[src/rtl/core/assert_macros.svh]
// Assertion helpers shared by the RTL.
`ifndef ASSERT_MACROS_SVH
`define ASSERT_MACROS_SVH

`ifndef SYNTHESIS

// Check a property on every rising edge outside reset.
`define ASSERT_CLK(lbl, clk, rstn, prop, msg) \
  lbl: assert property (@(posedge clk) disable iff (!rstn) prop) else $error(msg);

// Check that a condition never holds outside reset.
`define ASSERT_NEVER(lbl, clk, rstn, cond, msg) \
  lbl: assert property (@(posedge clk) disable iff (!rstn) !(cond)) else $error(msg);

`else

`define ASSERT_CLK(lbl, clk, rstn, prop, msg)
`define ASSERT_NEVER(lbl, clk, rstn, cond, msg)

`endif

`endif

[src/rtl/core/mbrm_pkg.sv]
package mbrm_pkg;

  localparam int PAYLOAD_MAX = 16;
  localparam int FRAME_MAX   = 128;

  localparam int IDX_W  = $clog2(PAYLOAD_MAX);
  localparam int STEP_W = ($clog2(PAYLOAD_MAX + 1) > 3) ? $clog2(PAYLOAD_MAX + 1) : 3;
  localparam int ADDR_W = 3;
  localparam int REQ_LEN = 8;
  localparam int REQ_CRC_BYTES = 6;

  localparam logic [8:0]  FRAME_LIM     = 9'(FRAME_MAX);
  localparam logic [8:0]  FRAME_OVERHEAD = 9'd5;
  localparam logic [15:0] CRC_INIT      = 16'hFFFF;
  localparam logic [15:0] CRC_POLY      = 16'hA001;
  localparam logic [7:0]  FUNC_HOLDING  = 8'h03;
  localparam logic [7:0]  FUNC_INPUT    = 8'h04;
  localparam logic [7:0]  SLAVE_RESET   = 8'd1;
  localparam logic [15:0] TIMEOUT_RESET = 16'd500;

  // input op codes
  localparam logic [1:0] OP_START = 2'd0;
  localparam logic [1:0] OP_BYTE  = 2'd1;
  localparam logic [1:0] OP_TICK  = 2'd2;

  // result kinds
  localparam logic [1:0] KIND_TX     = 2'd0;
  localparam logic [1:0] KIND_DATA   = 2'd1;
  localparam logic [1:0] KIND_STATUS = 2'd2;

  // completion status codes
  localparam logic [2:0] STAT_OK      = 3'd0;
  localparam logic [2:0] STAT_HEAD_TO = 3'd1;
  localparam logic [2:0] STAT_LONG    = 3'd2;
  localparam logic [2:0] STAT_BODY_TO = 3'd3;
  localparam logic [2:0] STAT_CRC     = 3'd4;
  localparam logic [2:0] STAT_ROOM    = 3'd5;

  // register index, taken from paddr[2]
  localparam logic REG_SLAVE_ADDR = 1'b0;
  localparam logic REG_TIMEOUT    = 1'b1;

  typedef enum logic [1:0] {
    JOB_REQ,
    JOB_DONE,
    JOB_FAIL
  } job_mode_t;

  typedef struct packed {
    logic              start;
    job_mode_t         mode;
    logic              fallback;
    logic [2:0]        status;
    logic [STEP_W-1:0] npay;
    logic [15:0]       address;
    logic [6:0]        count;
  } mbrm_job_t;

  typedef struct packed {
    logic             we;
    logic [IDX_W-1:0] addr;
    logic [7:0]       data;
  } mbrm_wr_t;

  function automatic logic [15:0] crc_feed(input logic [15:0] crc, input logic [7:0] b);
    logic [15:0] c;
    c = crc ^ {8'h00, b};
    for (int i = 0; i < 8; i++) begin
      c = c[0] ? ((c >> 1) ^ CRC_POLY) : (c >> 1);
    end
    return c;
  endfunction

endpackage

[src/rtl/core/mbrm_ctrl.sv]
module mbrm_ctrl (
  input  logic                  clk,
  input  logic                  rst_n,
  input  logic                  accept,
  input  logic [1:0]            op,
  input  logic [15:0]           start_address,
  input  logic [6:0]            register_count,
  input  logic [4:0]            payload_room,
  input  logic [7:0]            rx_byte,
  input  logic [15:0]           timeout_ticks,
  output mbrm_pkg::mbrm_job_t   job,
  output mbrm_pkg::mbrm_wr_t    wr
);

  typedef enum logic [1:0] {
    PH_IDLE,
    PH_HEAD,
    PH_BODY
  } phase_t;

  phase_t      phase_r, phase_nxt;
  logic        fb_r, fb_nxt;
  logic [15:0] saddr_r, saddr_nxt;
  logic [6:0]  scount_r, scount_nxt;
  logic [4:0]  sroom_r, sroom_nxt;
  logic [7:0]  seen_r, seen_nxt;
  logic [7:0]  fbc_r, fbc_nxt;
  logic [15:0] crc_r, crc_nxt;
  logic [7:0]  crc_lo_r, crc_lo_nxt;
  logic [15:0] timer_r, timer_nxt;

  logic [15:0] crc_fed;
  logic [15:0] timer_inc;
  logic [8:0]  body_end;
  logic [7:0]  idx;
  logic [4:0]  room_sat;
  logic        do_fail;
  logic        restart;
  logic [2:0]  fail_code;

  assign crc_fed   = mbrm_pkg::crc_feed(crc_r, rx_byte);
  assign timer_inc = (timer_r == 16'hFFFF) ? timer_r : timer_r + 16'd1;
  assign body_end  = 9'd3 + {1'b0, fbc_r};
  assign idx       = seen_r - 8'd3;
  assign room_sat  = ({3'b000, payload_room} > 8'(mbrm_pkg::PAYLOAD_MAX)) ?
                     5'(mbrm_pkg::PAYLOAD_MAX) : payload_room;

  always_comb begin
    phase_nxt  = phase_r;
    fb_nxt     = fb_r;
    saddr_nxt  = saddr_r;
    scount_nxt = scount_r;
    sroom_nxt  = sroom_r;
    seen_nxt   = seen_r;
    fbc_nxt    = fbc_r;
    crc_nxt    = crc_r;
    crc_lo_nxt = crc_lo_r;
    timer_nxt  = timer_r;
    job        = '0;
    wr         = '0;
    do_fail    = 1'b0;
    restart    = 1'b0;
    fail_code  = mbrm_pkg::STAT_OK;

    if (accept) begin
      case (op)
        mbrm_pkg::OP_START: begin
          saddr_nxt  = start_address;
          scount_nxt = register_count;
          sroom_nxt  = room_sat;
          fb_nxt     = 1'b0;
          job.start  = 1'b1;
          job.mode   = mbrm_pkg::JOB_REQ;
          restart    = 1'b1;
        end
        mbrm_pkg::OP_BYTE: begin
          if (phase_r != PH_IDLE) begin
            seen_nxt = seen_r + 8'd1;
            if (phase_r == PH_HEAD) begin
              crc_nxt = crc_fed;
              if (seen_r == 8'd2) begin
                fbc_nxt = rx_byte;
                if ({1'b0, rx_byte} + mbrm_pkg::FRAME_OVERHEAD > mbrm_pkg::FRAME_LIM) begin
                  do_fail   = 1'b1;
                  fail_code = mbrm_pkg::STAT_LONG;
                end else begin
                  phase_nxt = PH_BODY;
                  timer_nxt = '0;
                end
              end
            end else if ({1'b0, seen_r} < body_end) begin
              crc_nxt = crc_fed;
              if (idx < 8'(mbrm_pkg::PAYLOAD_MAX)) begin
                wr.we   = 1'b1;
                wr.addr = idx[mbrm_pkg::IDX_W-1:0];
                wr.data = rx_byte;
              end
            end else if ({1'b0, seen_r} == body_end) begin
              crc_lo_nxt = rx_byte;
            end else if ({rx_byte, crc_lo_r} != crc_r) begin
              do_fail   = 1'b1;
              fail_code = mbrm_pkg::STAT_CRC;
            end else if (fbc_r > {3'b000, sroom_r}) begin
              do_fail   = 1'b1;
              fail_code = mbrm_pkg::STAT_ROOM;
            end else begin
              job.start = 1'b1;
              job.mode  = mbrm_pkg::JOB_DONE;
              job.npay  = (fbc_r > 8'(mbrm_pkg::PAYLOAD_MAX)) ?
                          mbrm_pkg::STEP_W'(mbrm_pkg::PAYLOAD_MAX) :
                          fbc_r[mbrm_pkg::STEP_W-1:0];
              phase_nxt = PH_IDLE;
            end
          end
        end
        mbrm_pkg::OP_TICK: begin
          if (phase_r != PH_IDLE) begin
            timer_nxt = timer_inc;
            if (timer_inc >= timeout_ticks) begin
              do_fail   = 1'b1;
              fail_code = (phase_r == PH_HEAD) ? mbrm_pkg::STAT_HEAD_TO :
                                                 mbrm_pkg::STAT_BODY_TO;
            end
          end
        end
        default: ;
      endcase

      // first failure retries with function 0x04, second one reports
      if (do_fail) begin
        if (!fb_r) begin
          fb_nxt    = 1'b1;
          job.start = 1'b1;
          job.mode  = mbrm_pkg::JOB_REQ;
          restart   = 1'b1;
        end else begin
          job.start  = 1'b1;
          job.mode   = mbrm_pkg::JOB_FAIL;
          job.status = fail_code;
          phase_nxt  = PH_IDLE;
        end
      end

      if (restart) begin
        phase_nxt  = PH_HEAD;
        seen_nxt   = '0;
        fbc_nxt    = '0;
        crc_nxt    = mbrm_pkg::CRC_INIT;
        crc_lo_nxt = '0;
        timer_nxt  = '0;
      end
    end

    job.fallback = fb_nxt;
    job.address  = saddr_nxt;
    job.count    = scount_nxt;
  end

  always_ff @(posedge clk) begin
    if (!rst_n) begin
      phase_r  <= PH_IDLE;
      fb_r     <= 1'b0;
      saddr_r  <= '0;
      scount_r <= '0;
      sroom_r  <= '0;
      seen_r   <= '0;
      fbc_r    <= '0;
      crc_r    <= mbrm_pkg::CRC_INIT;
      crc_lo_r <= '0;
      timer_r  <= '0;
    end else begin
      phase_r  <= phase_nxt;
      fb_r     <= fb_nxt;
      saddr_r  <= saddr_nxt;
      scount_r <= scount_nxt;
      sroom_r  <= sroom_nxt;
      seen_r   <= seen_nxt;
      fbc_r    <= fbc_nxt;
      crc_r    <= crc_nxt;
      crc_lo_r <= crc_lo_nxt;
      timer_r  <= timer_nxt;
    end
  end

endmodule

[src/rtl/core/mbrm_emit.sv]
module mbrm_emit (
  input  logic                clk,
  input  logic                rst_n,
  input  mbrm_pkg::mbrm_job_t job,
  input  mbrm_pkg::mbrm_wr_t  wr,
  input  logic [7:0]          slave_address,
  input  logic                out_stall,
  output logic                busy,
  output logic                out_valid,
  output logic [1:0]          out_kind,
  output logic [7:0]          out_data_byte,
  output logic [2:0]          out_status,
  output logic                out_function_used,
  output logic                out_last
);

  localparam int STEP_W = mbrm_pkg::STEP_W;
  localparam int IDX_W  = mbrm_pkg::IDX_W;

  // payload store, one byte per entry
  logic [7:0] store_mem [mbrm_pkg::PAYLOAD_MAX];
  logic [7:0] rdata_r;

  // sequencer
  logic                busy_r;
  mbrm_pkg::job_mode_t mode_r;
  logic                fb_r;
  logic [2:0]          code_r;
  logic [STEP_W-1:0]   npay_r;
  logic [STEP_W-1:0]   step_r;
  logic [15:0]         crc_r;
  logic [15:0]         addr_r;
  logic [6:0]          cnt_r;

  // stage 1 and output stage
  logic       s1_valid_r;
  logic [1:0] s1_kind_r;
  logic [7:0] s1_data_r;
  logic       s1_mem_r;
  logic [2:0] s1_status_r;
  logic       s1_fb_r;
  logic       s1_last_r;

  logic       out_valid_r;
  logic [1:0] out_kind_r;
  logic [7:0] out_data_r;
  logic [2:0] out_status_r;
  logic       out_fb_r;
  logic       out_last_r;

  logic [1:0] g_kind;
  logic [7:0] g_data;
  logic       g_mem;
  logic [2:0] g_status;
  logic       g_last;
  logic       adv_out;
  logic       s1_free;
  logic       fire;
  logic       rd_en;

  always_comb begin
    g_kind   = mbrm_pkg::KIND_TX;
    g_data   = '0;
    g_mem    = 1'b0;
    g_status = mbrm_pkg::STAT_OK;
    g_last   = 1'b0;
    case (mode_r)
      mbrm_pkg::JOB_REQ: begin
        g_last = (step_r == STEP_W'(mbrm_pkg::REQ_LEN - 1));
        case (step_r[2:0])
          3'd0: g_data = slave_address;
          3'd1: g_data = fb_r ? mbrm_pkg::FUNC_INPUT : mbrm_pkg::FUNC_HOLDING;
          3'd2: g_data = addr_r[15:8];
          3'd3: g_data = addr_r[7:0];
          3'd4: g_data = 8'h00;
          3'd5: g_data = {1'b0, cnt_r};
          3'd6: g_data = crc_r[7:0];
          3'd7: g_data = crc_r[15:8];
          default: g_data = '0;
        endcase
      end
      mbrm_pkg::JOB_DONE: begin
        if (step_r < npay_r) begin
          g_kind = mbrm_pkg::KIND_DATA;
          g_mem  = 1'b1;
        end else begin
          g_kind = mbrm_pkg::KIND_STATUS;
          g_last = 1'b1;
        end
      end
      mbrm_pkg::JOB_FAIL: begin
        g_kind   = mbrm_pkg::KIND_STATUS;
        g_status = code_r;
        g_last   = 1'b1;
      end
      default: ;
    endcase
  end

  assign adv_out = !out_valid_r || !out_stall;
  assign s1_free = !s1_valid_r || adv_out;
  assign fire    = busy_r && s1_free;
  assign rd_en   = fire && g_mem;
  assign busy    = busy_r;

  always_ff @(posedge clk) begin
    if (wr.we) begin
      store_mem[wr.addr] <= wr.data;
    end
    if (rd_en) begin
      rdata_r <= store_mem[step_r[IDX_W-1:0]];
    end
  end

  always_ff @(posedge clk) begin
    if (!rst_n) begin
      busy_r      <= 1'b0;
      s1_valid_r  <= 1'b0;
      out_valid_r <= 1'b0;
    end else begin
      if (job.start) begin
        busy_r <= 1'b1;
        mode_r <= job.mode;
        fb_r   <= job.fallback;
        code_r <= job.status;
        npay_r <= job.npay;
        addr_r <= job.address;
        cnt_r  <= job.count;
        step_r <= '0;
        crc_r  <= mbrm_pkg::CRC_INIT;
      end else if (fire) begin
        step_r <= step_r + STEP_W'(1);
        if (g_last) begin
          busy_r <= 1'b0;
        end
        // request CRC runs one byte behind the transmit stream
        if (mode_r == mbrm_pkg::JOB_REQ && step_r < STEP_W'(mbrm_pkg::REQ_CRC_BYTES)) begin
          crc_r <= mbrm_pkg::crc_feed(crc_r, g_data);
        end
      end

      if (s1_free) begin
        s1_valid_r  <= fire;
        s1_kind_r   <= g_kind;
        s1_data_r   <= g_data;
        s1_mem_r    <= g_mem;
        s1_status_r <= g_status;
        s1_fb_r     <= fb_r;
        s1_last_r   <= g_last;
      end

      if (adv_out) begin
        out_valid_r  <= s1_valid_r;
        out_kind_r   <= s1_kind_r;
        out_data_r   <= s1_mem_r ? rdata_r : s1_data_r;
        out_status_r <= s1_status_r;
        out_fb_r     <= s1_fb_r;
        out_last_r   <= s1_last_r;
      end
    end
  end

  assign out_valid         = out_valid_r;
  assign out_kind          = out_kind_r;
  assign out_data_byte     = out_data_r;
  assign out_status        = out_status_r;
  assign out_function_used = out_fb_r;
  assign out_last          = out_last_r;

endmodule

[src/rtl/core/modbus_rtu_read_master.sv]
// Modbus RTU read master. A byte or tick item is taken every cycle while
// in_stall is low and is handled in the cycle it is accepted; the protocol
// state lives in flops and the response payload is kept in a 16-entry byte
// store. Items that produce results hand a job to a result sequencer that
// emits one result per cycle when out_stall allows, through two register
// stages: a start or a retry puts out 8 request bytes (request CRC built
// serially), a good response puts out min(byte count, 16) payload bytes
// read from the store plus one status, a final failure one status. in_stall
// is high while the sequencer still has results to produce, so an item that
// causes results holds the input until all are issued, and longer once
// out_stall has backed up both output stages; the next item is taken while
// earlier results still wait at the output. Each result is registered in
// stage 1, then in the output stage. No clearing pass is needed after reset.
`include "assert_macros.svh"

module modbus_rtu_read_master (
  input  logic                          clk,
  input  logic                          rst_n,

  input  logic                          in_valid,
  output logic                          in_stall,
  input  logic [1:0]                    in_op,
  input  logic [15:0]                   in_start_address,
  input  logic [6:0]                    in_register_count,
  input  logic [4:0]                    in_payload_room,
  input  logic [7:0]                    in_rx_byte,

  output logic                          out_valid,
  input  logic                          out_stall,
  output logic [1:0]                    out_kind,
  output logic [7:0]                    out_data_byte,
  output logic [2:0]                    out_status,
  output logic                          out_function_used,
  output logic                          out_last,

  input  logic                          psel,
  input  logic                          penable,
  input  logic                          pwrite,
  input  logic [mbrm_pkg::ADDR_W-1:0]   paddr,
  input  logic [31:0]                   pwdata,
  output logic [31:0]                   prdata,
  output logic                          pready
);

  logic [7:0]          slave_addr_r;
  logic [15:0]         timeout_r;
  logic                accept;
  logic                busy;
  mbrm_pkg::mbrm_job_t job;
  mbrm_pkg::mbrm_wr_t  wr;

  assign pready   = 1'b1;
  assign accept   = in_valid && !in_stall;
  assign in_stall = busy;

  always_ff @(posedge clk) begin
    if (!rst_n) begin
      slave_addr_r <= mbrm_pkg::SLAVE_RESET;
      timeout_r    <= mbrm_pkg::TIMEOUT_RESET;
    end else if (psel && penable && pwrite) begin
      case (paddr[2])
        mbrm_pkg::REG_SLAVE_ADDR: slave_addr_r <= pwdata[7:0];
        mbrm_pkg::REG_TIMEOUT:    timeout_r    <= pwdata[15:0];
        default: ;
      endcase
    end
  end

  always_comb begin
    case (paddr[2])
      mbrm_pkg::REG_SLAVE_ADDR: prdata = {24'h000000, slave_addr_r};
      mbrm_pkg::REG_TIMEOUT:    prdata = {16'h0000, timeout_r};
      default:                  prdata = '0;
    endcase
  end

  mbrm_ctrl u_ctrl (
    .clk            (clk),
    .rst_n          (rst_n),
    .accept         (accept),
    .op             (in_op),
    .start_address  (in_start_address),
    .register_count (in_register_count),
    .payload_room   (in_payload_room),
    .rx_byte        (in_rx_byte),
    .timeout_ticks  (timeout_r),
    .job            (job),
    .wr             (wr)
  );

  mbrm_emit u_emit (
    .clk               (clk),
    .rst_n             (rst_n),
    .job               (job),
    .wr                (wr),
    .slave_address     (slave_addr_r),
    .out_stall         (out_stall),
    .busy              (busy),
    .out_valid         (out_valid),
    .out_kind          (out_kind),
    .out_data_byte     (out_data_byte),
    .out_status        (out_status),
    .out_function_used (out_function_used),
    .out_last          (out_last)
  );

  `ASSERT_NEVER(a_store_wr_busy, clk, rst_n, wr.we && busy, "payload store written while results pending")
  `ASSERT_CLK(a_start_holds_input, clk, rst_n, accept && (in_op == mbrm_pkg::OP_START) |=> in_stall, "start item did not hold the input")
  `ASSERT_CLK(a_status_only_in_status, clk, rst_n, out_valid && (out_kind != mbrm_pkg::KIND_STATUS) |-> (out_status == mbrm_pkg::STAT_OK), "status code on a byte result")

endmodule

[config.mk]
export PLATFORM = sky130hd
export DESIGN_NAME = modbus_rtu_read_master
export DESIGN_NICKNAME = d
export VERILOG_FILES = /design/src/rtl/core/mbrm_pkg.sv /design/src/rtl/core/mbrm_ctrl.sv /design/src/rtl/core/mbrm_emit.sv /design/src/rtl/core/modbus_rtu_read_master.sv
export VERILOG_INCLUDE_DIRS = /design/src /design/src/rtl/core
export SDC_FILE = /design/constraint.sdc
export NUM_CORES = 1
export LEC_CHECK = 0
export BUFFER_PORTS_ARGS = -buffer_cell sky130_fd_sc_hd__buf_2
export CAP_MARGIN = 20
export CORE_MARGIN = 2
export CORE_UTILIZATION = 56
export CTS_CLUSTER_DIAMETER = 40
export DETAILED_ROUTE_END_ITERATION = 10
export PLACE_DENSITY = 0.72
export SKIP_LAST_GASP = 1
export SYNTH_ARGS = -nofsm -noshare
export SYNTH_HDL_FRONTEND = slang
export SYNTH_SLANG_ARGS = --single-unit
[constraint.sdc]
create_clock -name clk -period 7.4 [get_ports clk]
set_input_delay 2.22 -clock clk [delete_from_list [all_inputs] [get_ports clk]]
set_output_delay 2.22 -clock clk [all_outputs]
set_load 0.01 [all_outputs]
==> summary.md, run 1 <==
| Metric | Value |
|---|---|
| Required @ worst endpoint | 5180 ps |
| CP max FO | 11 |
| Post-layout minimum cycle time | 5310 ps |
| CP max stage delay | 310 ps |
| Leading area contributor after synthesis | edfxtp_1 |
| Slew at the pin closest to its max-slew limit | 1120 ps |
| Area Growth Syn to Fin | 13.9% |
| Core Area | 0.0276 mm² |
| Leakage power | 6.47 nW |
| Synth Area in Simple Gates | 0.138 |
| Peak VDD IR | 0.000162 V |
| TritonCTS Buffers | 40 |
| DRT iter0 DRCs | 826 |
| Adder-Cell Fraction of Synth Area | 0.0400 |
| Grt total ovfl | 0 |
| Pwr Total | 4.30 mW |
| ANT nets after route | 0 |
| Family with the most delay on the worst path | buffers and inverters |
| Post-Synthesis Cell Area | 0.0156 mm² |
| Clk_lat worst skew | 530 ps |
| DRC | 0 |
| Share of the synthesized area in the top cell type | 0.427 |
| Share of layout cells above drive strength 1 | 0.163 |
| Sinks on Clock Net | 336 |
| GRT Util Overall | 0.234 |
| Post-synthesis mux area share | 0.0636 |
| Total Die Area | 0.0293 mm² |
| Avg Cell Area, Syn | 11.6 µm² |
| Commonest non-fill, non-tap cell in the layout | edfxtp_1 |
| Clock-pin slew on the worst setup and hold paths | 60 ps |
| Post-route cell area | 0.0178 mm² |
| Final #Nets | 1,570 |
| Relative slew slack | 0.251 |
| Cell mode on critical path | buf_2 |
| Setup TNS | 0 ps |
| Final Skew | 25.6 ps |
| WP data arrival | 3090 ps |
| Synth Area in XOR/XNOR | 0.0500 |
| Final setup violation count | 0 |
| Total of max-cap violations | 0 |
| First-pass DRT Iterations | 7 |
| Pre-CTS setup slack | 1690 ps |
| Diode count | 0 |
| CTS Root Cell | clkbuf_16 |
| Vias | 10,554 |
| Worst-path cell chain | buf_2 -> clkinv_1 -> nor2_1 -> buf_2 |
| Most frequent cells in the layout | edfxtp_1 (222), nand2_1 (194), dfxtp_1 (114), buf_2 (94), nor2_1 (78) |
| R2R Setup Slk | 2120 ps |
| Critical path class | primary input to primary output |
| Slew Limit Fails | 0 |
| # rows | 61 |
| Initial antenna violation count | 0 |
| Hold-fix buffers, CTS | 0 |
| Buf+Inv Stages, Crit Path | 3 |
| Mapped Cells | 1,346 |
| TritonCTS clock tree | done |
| Register area share after synthesis | 0.573 |
| Count of flip-flops with a built-in enable after synthesis | 222 |
| Half-perimeter wire length after placement | 23.6 mm |
| Largest family of logic cells by synthesized area | simple AND/OR/NAND/NOR gates |
| IO buf count | 94 |
| Die Y | 171 µm |
| Highest achievable clock rate | 0.188 GHz |
| Starting density of the core | 0.566 |
| Synth top area cells | edfxtp_1 (43%), dfxtp_1 (15%), nand2_1 (4.7%), ha_1 (4.0%), xnor2_1 (2.5%) |
| Setup ws final | 2090 ps |
| Vias per cell | 5.71 |
| WL final | 34.3 mm |
| Netlist cell types | 71 |
| DP Area | 0.0164 mm² |
| Wire per inst | 18.6 µm |
| Power per cell area | 242 mW/mm² |
| Fin crit share | 0.717 |
| Syn. warnings | 0 |
| Status | finished clean |
| Io pins | 130 |
| Maximum buffer depth of the clock tree | 3 |
| Main flop type after synthesis | edfxtp_1 |
| GPL Wtd Cong | 0.944 |
| Yosys reg bits | 336 |
| Complex-gate fraction of the synthesized area | 0.101 |
| Die X | 171 µm |
| Post-CTS Setup Bufs | 0 |
| Cts repair resizes | 0 |
| Crit. End Element | primary output |
| Largest net degree at the start of global routing | 54 |
| Async set-reset flop share out of synthesis | 0 |
| Post-layout util | 0.644 |
| Critical path launch point type | primary input |
| H-tree depth | 2 |
| Hold Crit Class | flop to flop |
| RSZ-0062 raised after global routing | false |
| First-pass GRT wire length | 53.0 mm |
| Vias in the first global route | 9,897 |
| Final Hold Viols | 0 |
| Crit path max-delay cell type | clkinv_1 |
-- state kept, by name, summed over array words and instances (netlist names), 3 cells and up --
signal / flops
u_emit.store_mem: 128
timeout_r: 16
u_ctrl.crc_r: 16
u_ctrl.saddr_r: 16
u_ctrl.timer_r: 16
u_emit.addr_r: 16
u_emit.crc_r: 16
slave_addr_r: 8
u_ctrl.crc_lo_r: 8
u_ctrl.fbc_r: 8
u_ctrl.seen_r: 8
u_emit.out_data_byte: 8
u_emit.rdata_r: 8
u_emit.s1_data_r: 8
u_ctrl.scount_r: 7
u_emit.cnt_r: 7
u_ctrl.sroom_r: 5
u_emit.npay_r: 5
u_emit.step_r: 5
u_emit.code_r: 3
u_emit.out_status: 3
u_emit.s1_status_r: 3
-- kinds of logic (layout without fill, tap and decap cells) --
kind of cell,after synthesis,count (layout)
buf+inv,120,230
simple gates,456,456
other cells,2,17
mux,75,75
fa+ha+maj,50,50
flops,336,336
xor+xnor,85,85
compound gates,222,222
-- report_power, final --
group | switching, mW | total, mW | internal (mW)
clock | 0.761 | 2.06 | 1.30
combinational | 0.128 | 0.209 | 0.0810
sequential | 0.0142 | 2.03 | 2.01
total | 0.903 | 4.30 | 3.40
-- per-stage QoR --
step | cells | hold WS (ps)
6_report | 1849 | 418
3_5_place_dp | 1776 | 405
4_1_cts | 1849 | 418
3_3_place_gp | 1774 | 404
5_1_grt | 1849 | 426
2_1_floorplan | 1361 | 400
-- area by class of cell --
type	instances	area, µm²
Inverter	48	180
Sequential cell	336	8950
Timing Repair Buffer	109	583
Multi-Input combinational cell	905	6200
Clock inverter	26	359
Clock buffer	47	1050
Tap cell	378	473
Fill cell	2110	9830
-- synthesized netlist by cell type, types with 4 or more instances --
cell	number
a31oi_1	9
ha_1	50
nand4_1	11
clkbuf_1	39
inv_1	47
o21a_1	10
xnor2_1	45
nand3b_1	4
a21oi_1	40
and2_1	55
and3_1	21
o31ai_1	4
a22o_1	17
nand2_1	194
o21ai_0	30
nand2b_1	15
nor2_1	78
mux2i_1	25
nor3_1	15
a221oi_1	8
dfxtp_1	114
buf_1	9
a211oi_1	4
xor2_1	37
nand3_1	29
a21boi_0	29
mux2_2	34
a22oi_1	9
edfxtp_1	222
buf_4	20
o22a_1	7
nor4_1	5
or2_2	5
nor2b_1	10
o211ai_1	11
mux4_2	16
a21o_1	9
a222oi_1	7
-- routing by layer --
metal	track usage	wire length [µm]	up-vias
li1	-	-	5009
met3	0.0375	1840	66
met4	0.0792	1000	0
met5	0	0	-
met1	0.324	15100	5144
met2	0.379	16400	335
-- final timing paths --
kind                                                     startpoint                             end  cells past startpoint
worst max-delay path                                       paddr[2]                      prdata[11]                      4
worst min-delay path            u_emit.s1_status_r[1]$_SDFFCE_PP0P_  u_emit.out_status[1]$_DFFE_PP_                      0
worst max register to register       u_ctrl.timer_r[5]$_SDFFE_PN0P_      u_emit.addr_r[1]$_DFFE_PP_                     17
worst min register to register  u_emit.s1_status_r[1]$_SDFFCE_PP0P_  u_emit.out_status[1]$_DFFE_PP_                      0
Power figures use the tool's default switching activity.
==> inputs of run 2 (changes only) <==
--- a/config.mk
+++ b/config.mk
@@ -9,10 +9,10 @@
 export BUFFER_PORTS_ARGS = -buffer_cell sky130_fd_sc_hd__buf_2
 export CAP_MARGIN = 20
 export CORE_MARGIN = 2
-export CORE_UTILIZATION = 56
+export CORE_UTILIZATION = 54
 export CTS_CLUSTER_DIAMETER = 40
 export DETAILED_ROUTE_END_ITERATION = 10
-export PLACE_DENSITY = 0.72
+export PLACE_DENSITY = 0.73
 export SKIP_LAST_GASP = 1
 export SYNTH_ARGS = -nofsm -noshare
 export SYNTH_HDL_FRONTEND = slang
==> constraint.sdc (replaced) <==
create_clock -name clk -period 4.3 [get_ports clk]
set_input_delay 1.29 -clock clk [delete_from_list [all_inputs] [get_ports clk]]
set_output_delay 1.29 -clock clk [all_outputs]
set_load 0.01 [all_outputs]
==> summary.md, run 2 (synthesis results as in run 1) <==
| Metric | Value |
|---|---|
| Final #Nets | 1,630 (+3.8%) |
| Clock-pin slew on the worst setup and hold paths | 60 ps (about the same) |
| Worst reg2reg path startpoint | u_ctrl.timer_r[10]$_SDFFE_PN0P_ |
| Final Skew | 10.7 ps (-14.9 ps) |
| Filler cell count | 2,164 (+2.6%) |
| Sinks on Clock Net | 336 (unchanged) |
| Final Hold Viols | 0 (unchanged) |
| Hold Crit Class | flop to flop |
| ANT nets after route | 0 (unchanged) |
| Pwr Total | 7.48 mW (+74%) |
| WP data arrival | 4520 ps (+1430 ps) |
| Worst Hold End | u_emit.out_kind[1]$_DFFE_PP_ |
| DRC | 0 (unchanged) |
| TritonCTS clock tree | done |
| Routed wl met2 | 17.5 mm (+6.6%) |
| Die Y | 174 µm (+1.8%) |
| Sequential share of power | 0.466 (-0.005) |
| Dpl cells | 1,837 (+3.4%) |
| Area Growth Syn to Fin | 17.6% |
| Status | finished clean |
| GPL Wtd Cong | 0.888 (-5.9%) |
| Largest register FFs | 128 (unchanged) |
| Fin crit share | 0.953 |
| Core Area | 0.0286 mm² (+3.6%) |
| Peak VDD IR | 0.000263 V (+63%) |
| R2r endpoint | u_ctrl.crc_r[4]$_SDFFE_PN1P_ |
| Critical Path Source | u_ctrl.timer_r[10]$_SDFFE_PN0P_ |
| Post-route cell area | 0.0184 mm² (+3.2%) |
| TritonCTS Buffers | 43 (+7.5%) |
| Power per cell area | 407 mW/mm² (+68%) |
| Top reg by flops | u_emit.store_mem |
| Layout Cells excl Fill | 1,917 (+3.7%) |
| CP max stage delay | 430 ps (+120 ps) |
| Post-layout minimum cycle time | 4100 ps |
| Hold depth | 0 (unchanged) |
| Critical path launch point type | flop |
| # rows | 62 (+1.6%) |
| Slew at the pin closest to its max-slew limit | 1030 ps (-91.5 ps) |
| Vias in the first global route | 10,552 (+6.6%) |
| Relative slew slack | 0.313 (+0.0611) |
| Internal Power | 5.82 mW (+71%) |
| Leakage power | 6.83 nW (+5.5%) |
| Die X | 174 µm (+1.8%) |
| CP max FO | 7 (-4) |
| Reg2reg path depth | 18 (+1) |
| Share of layout cells above drive strength 1 | 0.207 (+0.0436) |
| Crit. End Element | flop |
| Crit path max-delay cell type | or2_2 |
| Slew Limit Fails | 0 (unchanged) |
| Most frequent cells in the layout | edfxtp_1 (222), nand2_1 (194), dfxtp_1 (113), buf_2 (94), nor2_1 (78) |
| Largest net degree at the start of global routing | 48 (-11%) |
| CTS Root Cell | clkbuf_16 |
| IO buf count | 94 (unchanged) |
| Worst Hold Launch | u_emit.s1_kind_r[1]$_DFFE_PP_ |
| Starting density of the core | 0.546 (-0.0197) |
| Initial antenna violation count | 0 (unchanged) |
| Setup TNS | 0 ps (unchanged) |
| Worst-path cell chain | and3_1 -> nand3_1 -> nor3_2 -> buf_4 -> a21oi_4 -> and3_1 -> xor2_1 -> ha_1 -> a21o_1 -> a21o_1 -> a211oi_2 -> a2bb2oi_2 -> buf_4 -> a311oi_1 -> a21oi_2 -> nand2_1 -> or2_2 -> o22a_1 |
| GRT Util Overall | 0.231 (-0.00322) |
| First-pass GRT wire length | 55.7 mm (+5.1%) |
| Vias | 10,689 (+1.3%) |
| Vias per cell | 5.58 (-2.3%) |
| DRT iter0 DRCs | 782 (-5.3%) |
| Diode count | 0 (unchanged) |
| DR top layer | met4 |
| Hold-fix buffers, CTS | 0 (unchanged) |
| Buf+Inv Stages, Crit Path | 2 (-1) |
| Clock share of power | 0.483 (+0.003) |
| Wire per inst | 18.3 µm (-1.2%) |
| Final setup violation count | 0 (unchanged) |
| Required @ worst endpoint | 4720 ps (-460 ps) |
| Io pins | 130 (unchanged) |
| DP Area | 0.0168 mm² (+2.8%) |
| Sw Share | 0.222 (+0.0123) |
| Met1 WL | 15.1 mm (about the same) |
| Maximum buffer depth of the clock tree | 3 (unchanged) |
| Half-perimeter wire length after placement | 24.1 mm (+2.2%) |
| NetSw | 1.66 mW (+84%) |
| WL final | 35.2 mm (+2.4%) |
| Family with the most delay on the worst path | compound AO/OA/AOI/OAI gates |
| Comb pwr share | 0.051 (+0.002) |
| Highest achievable clock rate | 0.244 GHz |
| H-tree depth | 2 (unchanged) |
| Critical path class | flop to flop |
| R2R Setup Slk | 200 ps (-1920 ps) |
| First-pass DRT Iterations | 8 (+1) |
| Clk_lat worst skew | 530 ps (about the same) |
| Met3 Wirelength | 1.74 mm (-5.5%) |
| Grt total ovfl | 0 (unchanged) |
| Commonest non-fill, non-tap cell in the layout | edfxtp_1 |
| WHS | 419 ps (+1.26 ps) |
| Total Die Area | 0.0303 mm² (+3.6%) |
| Total of max-cap violations | 0 (unchanged) |
## run 2: changes by cell type in the layout (fill, tap and decap cells not counted), moves of 3 or more
cell and delta:
buf_4 +55, clkinv_4 +6, bufinv_16 -4, clkbuf_16 +4
clkbuf_1 -3, clkinvlp_4 -3, o21ai_0 -3
## run 2: area by class of cell
type / instances / area, µm² / share of cell area
clock buffers: 49 / 1150 / 0.0626
multi-input cells: 905 / 6270 / 0.341
inverters: 48 / 180 / 0.00981
clock inverters: 29 / 310 / 0.0169
flip-flops and latches: 336 / 8950 / 0.487
repair buffers: 166 / 1040 / 0.0564
well taps: 384 / 480 / 0.0261
## run 2: power by group through the flow
stage / registers (mW) / clock network (mW) / logic [mW]
finish: 3.49 / 3.61 / 0.381
global route: 3.49 / 3.79 / 0.418
CTS: 3.49 / 3.66 / 0.378
detailed placement: 3.56 / 0 / 0.374
global placement: 3.55 / 0 / 0.367
floorplan: 3.55 / 0 / 0.253
## run 2: repair_timing
item,4_1_cts,5_1_grt
pin swaps,0,4
buffers inserted,0,2
resized for setup,1,17
endpoints found under the setup margin,11,150
## run 2: metrics by stage
stage | setup WS, ps | util
5_1_grt | -9.49 | 0.642
2_1_floorplan | 40.4 | -
4_1_cts | 71.9 | 0.639
3_5_place_dp | 36.1 | 0.588
6_report | 201 | 0.642
3_3_place_gp | 42.3 | 0.588
## run 2: routing by layer
layer | vias up | GRT usage
met2 | 272 | 0.392
met5 | - | 0
met3 | 66 | 0.0304
met4 | 0 | 0.0760
li1 | 5139 | -
met1 | 5212 | 0.309
## run 2: worst max-delay path by stage
stage                                          end  slack, ps  depth (start not counted)
CTS                 u_emit.npay_r[1]$_SDFFCE_PP0P_         70                         18
floorplan            u_emit.crc_r[0]$_SDFFCE_PN1P_         40                         15
finish                u_ctrl.crc_r[4]$_SDFFE_PN1P_        200                         18
detailed placement  u_emit.npay_r[0]$_SDFFCE_PP0P_         40                         18
global placement    u_emit.npay_r[1]$_SDFFCE_PP0P_         40                         18
global route        u_emit.npay_r[2]$_SDFFCE_PP0P_         -9                         19
